[config.mk]
export PLATFORM = sky130hd
export DESIGN_NAME = scancode_to_ascii_translator
export DESIGN_NICKNAME = d
export VERILOG_FILES = /design/src/rtl/s2a_pkg.sv /design/src/rtl/s2a_state.sv /design/src/rtl/s2a_xlate.sv /design/src/rtl/scancode_to_ascii_translator.sv
export SDC_FILE = /design/constraint.sdc
export NUM_CORES = 1
export LEC_CHECK = 0
export ABC_AREA = 1
export BUFFER_PORTS_ARGS = -buffer_cell sky130_fd_sc_hd__buf_4
export CORE_ASPECT_RATIO = 0.5
export CORE_MARGIN = 1.5
export CORE_UTILIZATION = 40
export CTS_CLUSTER_SIZE = 12
export DETAILED_ROUTE_END_ITERATION = 6
export PLACE_DENSITY = 0.65
export SYNTH_ARGS = -nofsm -noshare
export SYNTH_HDL_FRONTEND = slang
export SYNTH_SLANG_ARGS = --single-unit
[constraint.sdc]
create_clock -name clk -period 1.98 [get_ports clk]
set_input_delay 0.396 -clock clk [delete_from_list [all_inputs] [get_ports clk]]
set_output_delay 0.396 -clock clk [all_outputs]
set_load 0.02 [all_outputs]
[src/rtl/s2a_pkg.sv]
`default_nettype none

package s2a_pkg;

    // scan code set 1 byte layout
    localparam logic [7:0] PREFIX_BYTE  = 8'hE0;
    localparam logic [6:0] KEY_CTRL     = 7'h1D;
    localparam logic [6:0] KEY_LSHF     = 7'h2A;
    localparam logic [6:0] KEY_RSHF     = 7'h36;
    localparam logic [6:0] KEY_ALT      = 7'h38;
    localparam logic [6:0] KEY_CAPS     = 7'h3A;
    localparam logic [6:0] KEY_NUM      = 7'h45;
    localparam logic [6:0] KEY_SCROLL   = 7'h46;
    localparam logic [6:0] CTRL_LO      = 7'h1E;
    localparam logic [6:0] CTRL_HI      = 7'h39;
    localparam logic [6:0] TABLE_SIZE   = 7'h3A;
    localparam logic [6:0] CHAR_LOWER_A = 7'h61;
    localparam logic [6:0] CHAR_LOWER_Z = 7'h7A;
    localparam logic [6:0] CHAR_NONE    = 7'h00;

    typedef logic [7:0] scan_byte_t;
    typedef logic [6:0] ascii_t;

    // keyboard modifier and lock flags
    typedef struct packed {
        logic prefix;
        logic shift;
        logic ctrl;
        logic alt;
        logic caps;
        logic num;
        logic scroll;
    } kbd_flags_t;

    // unshifted us layout, keys 0x00..0x39
    function automatic ascii_t plain_char(input logic [5:0] key);
        ascii_t c;
        begin
            case (key)
                6'h02:   c = 7'h31;
                6'h03:   c = 7'h32;
                6'h04:   c = 7'h33;
                6'h05:   c = 7'h34;
                6'h06:   c = 7'h35;
                6'h07:   c = 7'h36;
                6'h08:   c = 7'h37;
                6'h09:   c = 7'h38;
                6'h0A:   c = 7'h39;
                6'h0B:   c = 7'h30;
                6'h0C:   c = 7'h2D;
                6'h0D:   c = 7'h3D;
                6'h0E:   c = 7'h08;
                6'h0F:   c = 7'h09;
                6'h10:   c = 7'h71;
                6'h11:   c = 7'h77;
                6'h12:   c = 7'h65;
                6'h13:   c = 7'h72;
                6'h14:   c = 7'h74;
                6'h15:   c = 7'h79;
                6'h16:   c = 7'h75;
                6'h17:   c = 7'h69;
                6'h18:   c = 7'h6F;
                6'h19:   c = 7'h70;
                6'h1A:   c = 7'h5B;
                6'h1B:   c = 7'h5D;
                6'h1C:   c = 7'h0A;
                6'h1E:   c = 7'h61;
                6'h1F:   c = 7'h73;
                6'h20:   c = 7'h64;
                6'h21:   c = 7'h66;
                6'h22:   c = 7'h67;
                6'h23:   c = 7'h68;
                6'h24:   c = 7'h6A;
                6'h25:   c = 7'h6B;
                6'h26:   c = 7'h6C;
                6'h27:   c = 7'h3B;
                6'h28:   c = 7'h27;
                6'h29:   c = 7'h60;
                6'h2B:   c = 7'h5C;
                6'h2C:   c = 7'h7A;
                6'h2D:   c = 7'h78;
                6'h2E:   c = 7'h63;
                6'h2F:   c = 7'h76;
                6'h30:   c = 7'h62;
                6'h31:   c = 7'h6E;
                6'h32:   c = 7'h6D;
                6'h33:   c = 7'h2C;
                6'h34:   c = 7'h2E;
                6'h35:   c = 7'h2F;
                6'h37:   c = 7'h2A;
                6'h39:   c = 7'h20;
                default: c = CHAR_NONE;
            endcase
            return c;
        end
    endfunction

    // shifted us layout, keys 0x00..0x39
    function automatic ascii_t shifted_char(input logic [5:0] key);
        ascii_t c;
        begin
            case (key)
                6'h02:   c = 7'h21;
                6'h03:   c = 7'h40;
                6'h04:   c = 7'h23;
                6'h05:   c = 7'h24;
                6'h06:   c = 7'h25;
                6'h07:   c = 7'h5E;
                6'h08:   c = 7'h26;
                6'h09:   c = 7'h2A;
                6'h0A:   c = 7'h28;
                6'h0B:   c = 7'h29;
                6'h0C:   c = 7'h5F;
                6'h0D:   c = 7'h2B;
                6'h0E:   c = 7'h08;
                6'h0F:   c = 7'h09;
                6'h10:   c = 7'h51;
                6'h11:   c = 7'h57;
                6'h12:   c = 7'h45;
                6'h13:   c = 7'h52;
                6'h14:   c = 7'h54;
                6'h15:   c = 7'h59;
                6'h16:   c = 7'h55;
                6'h17:   c = 7'h49;
                6'h18:   c = 7'h4F;
                6'h19:   c = 7'h50;
                6'h1A:   c = 7'h7B;
                6'h1B:   c = 7'h7D;
                6'h1C:   c = 7'h0A;
                6'h1E:   c = 7'h41;
                6'h1F:   c = 7'h53;
                6'h20:   c = 7'h44;
                6'h21:   c = 7'h46;
                6'h22:   c = 7'h47;
                6'h23:   c = 7'h48;
                6'h24:   c = 7'h4A;
                6'h25:   c = 7'h4B;
                6'h26:   c = 7'h4C;
                6'h27:   c = 7'h3A;
                6'h28:   c = 7'h22;
                6'h29:   c = 7'h7E;
                6'h2B:   c = 7'h7C;
                6'h2C:   c = 7'h5A;
                6'h2D:   c = 7'h58;
                6'h2E:   c = 7'h43;
                6'h2F:   c = 7'h56;
                6'h30:   c = 7'h42;
                6'h31:   c = 7'h4E;
                6'h32:   c = 7'h4D;
                6'h33:   c = 7'h3C;
                6'h34:   c = 7'h3E;
                6'h35:   c = 7'h3F;
                6'h37:   c = 7'h2A;
                6'h39:   c = 7'h20;
                default: c = CHAR_NONE;
            endcase
            return c;
        end
    endfunction

endpackage

`default_nettype wire

[src/rtl/s2a_state.sv]
`default_nettype none

module s2a_state (
    input  wire logic                clk,
    input  wire logic                rst_n,
    input  wire logic                advance,
    input  wire s2a_pkg::scan_byte_t scan_byte,
    output s2a_pkg::kbd_flags_t      flags_cur,
    output s2a_pkg::kbd_flags_t      flags_nxt
);
    import s2a_pkg::*;

    kbd_flags_t flags_reg;
    kbd_flags_t flags_next;
    logic [6:0] key;
    logic       pressed;

    assign key     = scan_byte[6:0];
    assign pressed = ~scan_byte[7];

    always_comb
    begin
        flags_next = flags_reg;
        if (scan_byte == PREFIX_BYTE)
        begin
            flags_next.prefix = 1'b1;
        end
        else if (flags_reg.prefix)
        begin
            // right ctrl / right alt; other extended keys only drop the prefix
            flags_next.prefix = 1'b0;
            if (key == KEY_CTRL)
            begin
                flags_next.ctrl = pressed;
            end
            else if (key == KEY_ALT)
            begin
                flags_next.alt = pressed;
            end
        end
        else
        begin
            case (key)
                KEY_LSHF, KEY_RSHF: flags_next.shift = pressed;
                KEY_CTRL:           flags_next.ctrl  = pressed;
                KEY_ALT:            flags_next.alt   = pressed;
                KEY_CAPS:           flags_next.caps   = flags_reg.caps ^ pressed;
                KEY_NUM:            flags_next.num    = flags_reg.num ^ pressed;
                KEY_SCROLL:         flags_next.scroll = flags_reg.scroll ^ pressed;
                default:            flags_next = flags_reg;
            endcase
        end
    end

    always_ff @(posedge clk or negedge rst_n)
    begin
        if (!rst_n)
        begin
            flags_reg <= '0;
        end
        else if (advance)
        begin
            flags_reg <= flags_next;
        end
    end

    assign flags_cur = flags_reg;
    assign flags_nxt = flags_next;

endmodule

`default_nettype wire

[src/rtl/s2a_xlate.sv]
`default_nettype none

module s2a_xlate (
    input  wire s2a_pkg::scan_byte_t scan_byte,
    input  wire s2a_pkg::kbd_flags_t flags,
    output s2a_pkg::ascii_t          char_code
);
    import s2a_pkg::*;

    logic [6:0] key;
    ascii_t     base_char;
    ascii_t     shift_char;
    logic       ctrl_range;
    logic       is_letter;

    assign key        = scan_byte[6:0];
    assign base_char  = plain_char(key[5:0]);
    assign shift_char = shifted_char(key[5:0]);
    assign ctrl_range = (key >= CTRL_LO) && (key <= CTRL_HI);
    assign is_letter  = (base_char >= CHAR_LOWER_A) && (base_char <= CHAR_LOWER_Z);

    always_comb
    begin
        if (scan_byte[7] || flags.prefix || (key >= TABLE_SIZE))
        begin
            char_code = CHAR_NONE;
        end
        else if (flags.ctrl && ctrl_range && is_letter)
        begin
            // control codes 1..26
            char_code = base_char - CHAR_LOWER_A + 7'd1;
        end
        else if (flags.shift ^ flags.caps)
        begin
            char_code = shift_char;
        end
        else
        begin
            char_code = base_char;
        end
    end

endmodule

`default_nettype wire

[src/rtl/scancode_to_ascii_translator.sv]
`default_nettype none

// channel  | direction | handshake                   | payload
// ---------+-----------+-----------------------------+----------------------------------
// scan     | in        | scan_valid / scan_stall     | scan_byte[7:0]
// result   | out       | result_valid / result_stall | char_code[6:0], shift_down,
//          |           |                             | ctrl_down, alt_down, caps_on,
//          |           |                             | num_on, scroll_on
//
// one item per cycle sustained while result_stall is low; a scan item goes
// through the input register, then translation and flag update into the
// result register, where result_valid rises
// rst_n clears both stage valids and all keyboard flags
// result_stall holds the result register; the input register still takes an
// item when it is empty, so one byte can wait behind a stalled result

module scancode_to_ascii_translator (
    input  wire logic                clk,
    input  wire logic                rst_n,
    // scan byte channel
    input  wire logic                scan_valid,
    output logic                     scan_stall,
    input  wire s2a_pkg::scan_byte_t scan_byte,
    // result channel
    output logic                     result_valid,
    input  wire logic                result_stall,
    output s2a_pkg::ascii_t          char_code,
    output logic                     shift_down,
    output logic                     ctrl_down,
    output logic                     alt_down,
    output logic                     caps_on,
    output logic                     num_on,
    output logic                     scroll_on
);
    import s2a_pkg::*;

    // input stage
    logic       in_valid_reg;
    scan_byte_t in_byte_reg;

    // result stage
    logic       res_valid_reg;
    ascii_t     res_char_reg;
    kbd_flags_t res_flags_reg;

    logic       res_free;   // result register can take a new item
    logic       advance;    // input stage moves into result stage
    logic       take_in;    // scan item accepted

    kbd_flags_t flags_cur;
    kbd_flags_t flags_nxt;
    ascii_t     xlate_char;

    assign res_free   = ~res_valid_reg | ~result_stall;
    assign advance    = in_valid_reg & res_free;
    assign scan_stall = in_valid_reg & ~res_free;
    assign take_in    = scan_valid & ~scan_stall;

    // flags advance only with the byte that leaves the input stage,
    // so every byte sees the state left by the one before it
    s2a_state u_state (
        .clk       (clk),
        .rst_n     (rst_n),
        .advance   (advance),
        .scan_byte (in_byte_reg),
        .flags_cur (flags_cur),
        .flags_nxt (flags_nxt)
    );

    // character is looked up against the flags before this byte
    s2a_xlate u_xlate (
        .scan_byte (in_byte_reg),
        .flags     (flags_cur),
        .char_code (xlate_char)
    );

    always_ff @(posedge clk or negedge rst_n)
    begin
        if (!rst_n)
        begin
            in_valid_reg  <= 1'b0;
            res_valid_reg <= 1'b0;
        end
        else
        begin
            if (take_in)
            begin
                in_valid_reg <= 1'b1;
            end
            else if (advance)
            begin
                in_valid_reg <= 1'b0;
            end

            if (res_free)
            begin
                res_valid_reg <= in_valid_reg;
            end
        end
    end

    // payload registers, no reset needed
    always_ff @(posedge clk)
    begin
        if (take_in)
        begin
            in_byte_reg <= scan_byte;
        end
        if (advance)
        begin
            res_char_reg  <= xlate_char;
            res_flags_reg <= flags_nxt;
        end
    end

    assign result_valid = res_valid_reg;
    assign char_code    = res_char_reg;
    assign shift_down   = res_flags_reg.shift;
    assign ctrl_down    = res_flags_reg.ctrl;
    assign alt_down     = res_flags_reg.alt;
    assign caps_on      = res_flags_reg.caps;
    assign num_on       = res_flags_reg.num;
    assign scroll_on    = res_flags_reg.scroll;

endmodule

`default_nettype wire

## Word-level counts from Yosys, hierarchy flattened

Memory sizes are Yosys's and may differ from the RTL's. A register that Yosys moved wholly into a read port is not among the register bits.
Index checks and enable logic that the tools add are counted.

- Register bits: 30
- Bits in read-only memories: 896
- Input port bits: 12
- Output and inout port bits: 15
- Word-level logic and storage cells: 73
- Memories kept: 2

Memory list:

| memory | depth | bits a word | rd ports | clocked after Yosys merged registers in | write ports | line | text |
|---|---|---|---|---|---|---|---|
| (name not given) | 64 | 7 | 1 | 1 | 0 | s2a_pkg.sv:102 | `case (key)` |
| (name not given) | 64 | 7 | 1 | 1 | 0 | s2a_pkg.sv:39 | `case (key)` |

- Add/subtract/negate cells: 2
- Magnitude comparators: 5
- Equality and inequality tests: 8
- Multiplexer cells: 18
- Bitwise gates (word level): 13
- Reductions and logical operators: 8

Operator list:

| cell | number |
|---|---|
| == test 7 x 6 -> 1 bit, second input constant | 4 |
| 2-to-1 mux 6 bit | 3 |
| == test 7 bit, second input constant | 2 |
| 2-to-1 mux 7 bit | 2 |
| 2-to-1 mux 1 bit | 12 |
| == test 8 bit, second input constant | 1 |
| adder 7 x 1 -> 7 bit, second input constant | 1 |
| == test 7 x 5 -> 1 bit, second input constant | 1 |
| >= comparator 7 x 5 -> 1 bit, second input constant | 1 |
| >= comparator 7 x 6 -> 1 bit, second input constant | 1 |
| >= comparator 7 bit, second input constant | 1 |
| less-or-equal comparator 7 x 6 -> 1 bit, second input constant | 1 |
| less-or-equal comparator 7 bit, second input constant | 1 |
| subtractor 7 bit, second input constant | 1 |
| NOT 1 bit | 5 |
| logical AND 1 bit | 4 |
| XOR 1 bit | 4 |
| bitwise AND 1 bit | 3 |
| 2-to-1 mux 3 bit | 1 |
| logical OR 1 bit | 2 |
| nonzero test 2 bit | 1 |
| OR reduction 2 bit | 1 |
| OR 1 bit | 1 |

## Depth between registers and ports, before layout

Gate-level depths: netlist of the first run.

- Depth after elaboration: 7
- Gate-level depth with buffers: 16
- Mapped depth without buffers: 15

## Cells and area by module

Synthesis of the first run repeated with hierarchy kept, for this count alone.

- Cell total of the unflattened synthesis: 427
- Area total of the unflattened synthesis: 2790.2 sq um

Modules (own cells, without submodules):

| module | instances | cells each | area an instance (sq um) | sequential area each (sq um) |
|---|---|---|---|---|
| s2a_xlate | 1 | 307 | 1512.7 | 0.0 |
| scancode_to_ascii_translator | 1 | 33 | 725.7 | 680.7 |
| s2a_state | 1 | 87 | 551.8 | 175.2 |

## Least setup slack after synthesis of the first run

Ideal clock, no wire load.

- Kind: register -> register
- Start: register res_valid_reg, in the netlist result_valid
- End: register u_xlate.base_char[1] (netlist name)
- Library setup time: 0.117 ns
- Arrival: 1.918 ns
- Data required time: 1.863 ns
- Path slack: -0.055 ns
- Cell stages (with the launch flop): 13
- Buffers on the path: 1
- Clock period less this slack: 2.035 ns
- Cells stage by stage: dfrtp_1 > nand3_4 > nand2_2 > buf_6 > nand2_1 > nand2_1 > ha_1 > inv_1 > nand2_1 > nand3_1 > o21ai_0 > a21oi_1 > nand2_1

- Word-level cells in the longest chain between the ends: 7

Ends and longest elaborated chain:

| element | line | text |
|---|---|---|
| start, declared | scancode_to_ascii_translator.sv:42 | `logic res_valid_reg;` |
| start signal, assigned | scancode_to_ascii_translator.sv:97 | `res_valid_reg <= in_valid_reg;` |
| NOT 1 bit | scancode_to_ascii_translator.sv:54 | `assign res_free = ~res_valid_reg \| ~result_stall;` |
| OR 1 bit | scancode_to_ascii_translator.sv:54 |  |
| NOT 1 bit | scancode_to_ascii_translator.sv:56 | `assign scan_stall = in_valid_reg & ~res_free;` |
| bitwise AND 1 bit | scancode_to_ascii_translator.sv:56 |  |
| NOT 1 bit | scancode_to_ascii_translator.sv:57 | `assign take_in = scan_valid & ~scan_stall;` |
| bitwise AND 1 bit | scancode_to_ascii_translator.sv:57 |  |
| 2-to-1 mux 6 bit (no line) | -- |  |

Every way passes these cells.
A chain may end at the register's enable or synchronous reset.

## Final worst setup path of the first run

- Start: register res_valid_reg, in the netlist result_valid
- End: register u_xlate.shift_char[2] (netlist name)

- Word-level cells in the longest chain between the ends: 7

Ends and longest elaborated chain:

| element | line |
|---|---|
| NOT 1 bit | scancode_to_ascii_translator.sv:54 |
| OR 1 bit | scancode_to_ascii_translator.sv:54 |
| NOT 1 bit | scancode_to_ascii_translator.sv:56 |
| bitwise AND 1 bit | scancode_to_ascii_translator.sv:56 |
| NOT 1 bit | scancode_to_ascii_translator.sv:57 |
| bitwise AND 1 bit | scancode_to_ascii_translator.sv:57 |
| 2-to-1 mux 6 bit (no line) | -- |

Every way passes these cells.

==> results of run 1 <==
## final timing paths
check | endpoint | slack, ps
min in group asynchronous | u_state.flags_cur[3] | 470
max reg2reg | u_xlate.shift_char[2] | 120
min | in_byte_reg[7] | 290
min reg2reg | u_state.flags_cur[3] | 490
max in group asynchronous | result_valid | 1360
max | u_xlate.shift_char[2] | 120
## routing by layer
metal | vias to the layer above | routed length (microns)
li1 | 1493 | -
met1 | 1322 | 3830
met2 | 122 | 3210
met3 | 22 | 551
met4 | 0 | 142
met5 | - | 0
## cell families (layout without fill, tap and decap cells)
logic type | count (synthesis) | in the layout | synth area share (%)
flip-flops | 44 | 44 | 37.8
multiplexers | 2 | 2 | 0.748
AND/OR/NAND/NOR | 267 | 267 | 38.8
buffers and inverters | 58 | 104 | 8.52
adder cells (fa/ha/maj) | 14 | 14 | 5.82
AO/OA/AOI/OAI | 39 | 39 | 7.23
XOR/XNOR | 4 | 4 | 1.16
## placed cells by master, fill, tap and decap left out, types with 5 or more instances in the layout
| cell type | synthesis | routed |
|---|---|---|
| edfxtp_1 | 21 | 21 |
| dfrtp_1 | 9 | 8 |
| nand2_2 | 7 | 9 |
| buf_4 | 4 | 46 |
| clkbuf_16 | 0 | 5 |
| inv_1 | 41 | 39 |
| o21ai_0 | 23 | 22 |
| ha_1 | 14 | 12 |
| nand2_1 | 151 | 147 |
| nor2_1 | 28 | 28 |
| dfxtp_1 | 14 | 14 |
| nand4_1 | 9 | 9 |
| nand3_1 | 63 | 62 |
| a21oi_1 | 9 | 8 |
## layout make-up
class	instances	area share, %
inverters	45	4.73
flip-flops and latches	44	30.9
clock inverters	3	0.510
multi-input cells	326	45.4
clock buffers	5	3.40
well taps	96	3.26
repair buffers	51	11.8
## per-stage QoR
stage | hold WS, ps | instance area, sq um | cells
after floorplan | 100 | 3010 | 428
after global placement | 229 | 3470 | 561
after detailed placement | 234 | 3470 | 561
after CTS | 281 | 3620 | 570
after global routing | 280 | 3680 | 570
final | 286 | 3680 | 570
## critical path: cells and delay by family (launching register included)
family,cells,cell delay (ps)
DFF,1,430
and+or+nand+nor,9,830
buffers and inverters,4,490
## timing repair
item | CTS | global route
endpoints found under the setup margin | 0 | 12
gates resized for setup | 0 | 16
endpoints found under the hold margin | 9 | 0
hold buffers | 1 | 0
## report_power, final
group	total, mW	internal [mW]	switching (mW)
clock	0.805	0.463	0.343
sequential	1.31	1.18	0.122
combinational	1.37	0.529	0.843
==> run_results.csv, run 1 <==
group,metric,value,unit
status,run_status,"finished, final reports clean",
die,row_count,22,
critical_path,crit_chain,"nand3_4 -> buf_4 -> nand3_1 -> nand2_2 -> buf_4 -> buf_4 -> nand2_1 -> nand2_1 -> nor2_1 -> nor2_1 -> nand2_1 -> nand2_1 -> inv_1",
die,dieArea,8080,sq um
min_path,hp-start,"scan_byte[7]",
routing,drc,0,
logic_synthesis,synthTopCellsByArea,"edfxtp_1 (21%), nand2_1 (19%), nand3_1 (10%)",
layout,largest_reg_flops,8,
global_routing,grt_max_degree,22,
die,die-width,126,microns
logic_synthesis,syn-cell-area,3010,sq um
critical_path,slowest_delay,430,ps
pwr,vdd_drop_max,395,uV
logic_synthesis,yosys.area.top_type,"edfxtp_1",
critical_path,cpMaxStageDelayCell,"dfrtp_2",
layout,multi_input_area,1670,sq um
logic_synthesis,seq_area_frac_synth,37.8,%
cts,clk_pin_slew,60,ps
critical_path,endpoint_kind,"flop",
critical_path,rr_worst_depth,13,
global_routing,track_usage,20.3,%
global_routing,grt_pass1_vias,2745,
critical_path,worstPathRequired,2160,ps
logic_synthesis,syn_nets,454,
cts,numCtsBuffers,5,
die,die_h,64.3,microns
sta,finalHoldViolCount,0,
layout,fillerInstances,720,
layout,drive_above_1_share,18.4,%
critical_path,cp.arrival,2040,ps
logic_synthesis,yosysMostFrequentCell,"nand2_1",
layout,area_growth,22.3,%
routing,wl_per_cell,13.6,microns
logic_synthesis,netlist_instances,428,
cts,cts-root-buf,"clkbuf_16",
placed_design,port_buffers,26,
cts,cts_tree,"built",
critical_path,critPathKind,"flop to flop",
sta,clock.fmax,0.537,GHz
cts,htreeDepth,2,
placed_design,post-place-ws,-56.2,ps
pwr,leakage,1.78,nW
sta,setup_viol,0,
sta,worst_pin_slew,362,ps
sta,slew_headroom,75.8,%
placed_design,place_congestion,0.920,
global_routing,grtUsageMet1,29.0,%
logic_synthesis,synth_top_area_share,21.0,%
sta,tns,0,ps
cts,insertion_delay,280,ps
sta,min_period,1860,ps
cts,post_cts.repair.setup_buffers,0,
global_routing,grt_first_pass_wirelength,13.1,mm
pwr,powerDensity,947,nW/um^2
sta,timing.final.ws_setup,118,ps
layout,postLayoutCoreUtil,50.4,%
layout,insertedDiodeCount,0,
global_routing,antenna_found_initial,0,
routing,drt_iter0_markers,284,
job,cap_violations,0,
critical_path,worst_path_most_repeated_cell,"nand2_1",
critical_path,cp-startpoint,"result_valid",
cts,cts.sinks,44,
sta,slew_violations,0,
critical_path,critPathMaxFanout,7,
die,core_area,7290,sq um
logic_synthesis,ys_seq_elements,44,
logic_synthesis,yosys.cell_types.count,31,
sta,clock_skew,5.87,ps
die,initial_core_util,41.3,%
min_path,hp-class,"primary input to flop",
routing,viasPerCell,5.19,
critical_path,start_kind,"flop",
logic_synthesis,synth_commonest_cells,"nand2_1 (151), nand3_1 (63), inv_1 (41), nor2_1 (28), o21ai_0 (23)",
logic_synthesis,synthArstFlopShare,20.5,%
logic_synthesis,yosysWarnings,0,
layout,final-seq-area,1140,sq um
routing,vias,2959,
global_routing,top_usage_layer,"met2",
sta,finalCritPeriodShare,94.1,%
pwr,finalPower,3.48,mW
die,ios,27,
placed_design,hpwl,5.86,mm
global_routing,met2_usage,30.6,%
layout,fin_nets,499,
logic_synthesis,avgSynthCellArea,7.03,sq um
routing,ant_nets,0,
min_path,hold_depth,1,
critical_path,r2r-start,"result_valid",
logic_synthesis,yosys_most_used_dff,"edfxtp_1",
global_routing,met3_usage,3.85,%
global_routing,overflow,0,
routing,drt-pass1-iter-count,6,
logic_synthesis,synth_edf_count,21,
routing,routed_wl,7.73,mm
cts,cts_buffer_depth,2,
Power figures use the tool's default switching activity.
==> run 2: changes to the inputs <==
--- a/config.mk
+++ b/config.mk
@@ -12,7 +12,7 @@
 export CORE_UTILIZATION = 40
 export CTS_CLUSTER_SIZE = 12
 export DETAILED_ROUTE_END_ITERATION = 6
-export PLACE_DENSITY = 0.65
+export PLACE_DENSITY = 0.6
 export SYNTH_ARGS = -nofsm -noshare
 export SYNTH_HDL_FRONTEND = slang
 export SYNTH_SLANG_ARGS = --single-unit
==> run_results.csv, run 2 (synthesis gave the netlist of run 1 again) <==
group,metric,value,unit
sta,worst_pin_slew,422,ps
global_routing,track_usage,19.9,%
sta,finalCritPeriodShare,92.6,%
sta,slew_headroom,71.8,%
routing,ant_nets,0,
global_routing,grt_first_pass_wirelength,12.8,mm
pwr,p_switching,1.33,mW
global_routing,grt_pass1_vias,2553,
global_routing,overflow,0,
critical_path,r2r-start,"in_byte_reg[1]",
sta,rsz0062_at_grt,"false",
pwr,leakage,1.82,nW
critical_path,critPathMaxFanout,9,
cts,cts-root-buf,"clkbuf_16",
pwr,powerDensity,977,nW/um^2
placed_design,place_area,3460,sq um
critical_path,worstPathRequired,2200,ps
critical_path,cp-startpoint,"in_byte_reg[1]",
routing,routed_wl,7.72,mm
critical_path,rr_worst_depth,10,
global_routing,met2_usage,29.1,%
die,core_area,7290,sq um
placed_design,hpwl,5.91,mm
job,cap_violations,0,
pwr,share_clk_of_total_power,26.3,%
layout,insertedDiodeCount,0,
die,ios,27,
routing,wl_per_cell,13.4,microns
global_routing,antenna_found_initial,0,
sta,slew_violations,0,
die,dieArea,8080,sq um
critical_path,cp.arrival,2050,ps
routing,drt_iter0_markers,323,
global_routing,grtUsageMet1,29.1,%
routing,vias,2932,
critical_path,critPathKind,"flop to flop",
cts,numCtsBuffers,5,
critical_path,endpoint_kind,"flop",
cts,cts_buffer_depth,2,
global_routing,grt_max_degree,24,
routing,drt-pass1-iter-count,5,
pwr,power_frac_seq,35.6,%
pwr,sw_frac_of_total,36.4,%
sta,clock_skew,4.40,ps
layout,drive_above_1_share,20.2,%
sta,finalHoldViolCount,0,
status,run_status,"finished, final reports clean",
layout,largest_reg_flops,8,
global_routing,top_usage_layer,"met1",
die,row_count,22,
cts,insertion_delay,290,ps
pwr,intPower,2.32,mW
sta,setup_viol,0,
pwr,vdd_drop_max,414,uV
routing,viasPerCell,5.08,
layout,fin_nets,506,
cts,htreeDepth,2,
cts,cts.sinks,44,
layout,final_area,3730,sq um
sta,fin_hold_ws,283,ps
critical_path,r2r_setup_slack,150,ps
critical_path,timing.rr.end,"u_xlate.shift_char[0]",
placed_design,port_buffers,26,
cts,cts_tree,"built",
die,die_h,64.3,microns
die,initial_core_util,41.3,%
global_routing,met3_usage,4.19,%
placed_design,place_congestion,1.05,
routing,drc,0,
cts,clk_pin_slew,60,ps
layout,area_growth,24.0,%
critical_path,crit_end,"u_xlate.shift_char[0]",
sta,clock.fmax,0.546,GHz
die,die-width,126,microns
min_path,hp-class,"primary input to flop",
critical_path,start_kind,"flop",
pwr,combPwrFrac,38.1,%
layout,final_cell_mix,"nand2_1 (148), nand3_1 (60), buf_4 (56)",
sta,min_period,1830,ps
layout,layout_commonest_cell,"nand2_1",
-- run 2: cell count changes in the layout (fill, tap and decap cells not counted), sizes merged --
cell,change
clkinvlp,-1
bufinv,+1
inv,+1
clkinv,-1
buf,+7
-- run 2: power by group through the flow --
stage	Sequential, mW	Combinational [mW]	Clock [mW]
after floorplan	1.36	0.841	0
after global placement	1.31	1.33	0
after detailed placement	1.31	1.33	0
after CTS	1.30	1.33	0.966
after global routing	1.32	1.55	1.01
final	1.30	1.39	0.960
-- run 2: layer usage --
metal,up-vias,share of wire (%)
met5,-,0
li1,1498,-
met1,1314,50
met4,0,1.4
met3,11,7.5
met2,109,41
-- run 2: worst min path at each step --
stage,from,depth (start not counted),to,slack (ps)
detailed placement,rst_n,1,u_state.flags_cur[1],230
finish,scan_byte[6],1,in_byte_reg[6],280
floorplan,rst_n,0,in_valid_reg,100
global placement,rst_n,1,u_state.flags_cur[3],230
CTS,scan_byte[6],1,in_byte_reg[6],280
global route,scan_byte[6],1,in_byte_reg[6],280
-- run 2: final cells by class --
| type | count | area [sq um] |
|---|---|---|
| Tap cell | 96 | 120 |
| Inverter | 45 | 174 |
| Clock inverter | 3 | 46.3 |
| Timing Repair Buffer | 58 | 450 |
| Clock buffer | 5 | 125 |
| Fill cell | 710 | 3560 |
| Multi-Input combinational cell | 326 | 1680 |
| Sequential cell | 44 | 1140 |
-- run 2: metrics by stage --
step | utilization [%] | setup TNS, ps | power [mW] | cells | setup WS (ps)
finish | 51.1 | 0 | 3.64 | 577 | 147
global route | 51.1 | 0 | 3.88 | 577 | 10.1
CTS | 49.9 | 0 | 3.60 | 573 | 5.88
detailed placement | 47.4 | -83.3 | 2.64 | 564 | -58.3
global placement | 47.4 | -48.3 | 2.64 | 564 | -28.6
floorplan | - | 0 | 2.20 | 428 | 14.3
-- run 2: repair_timing --
| item | in CTS | in global routing |
|---|---|---|
| hold endpoints to repair | 9 | 0 |
| hold buffers | 1 | 0 |
| gates resized for setup | 0 | 17 |
| setup buffers | 0 | 4 |
| setup endpoints to repair | 0 | 12 |
-- run 2: worst max-delay path, cell delays in order, from the launching register on --
cell and delay, ps:
edfxtp_1 460, inv_1 170, nand2_1 90, nand2_2 210
ha_1 250, inv_1 50, nand2_1 110, nand3_2 80
o21ai_0 90, nand2_1 110, nand3_1 120
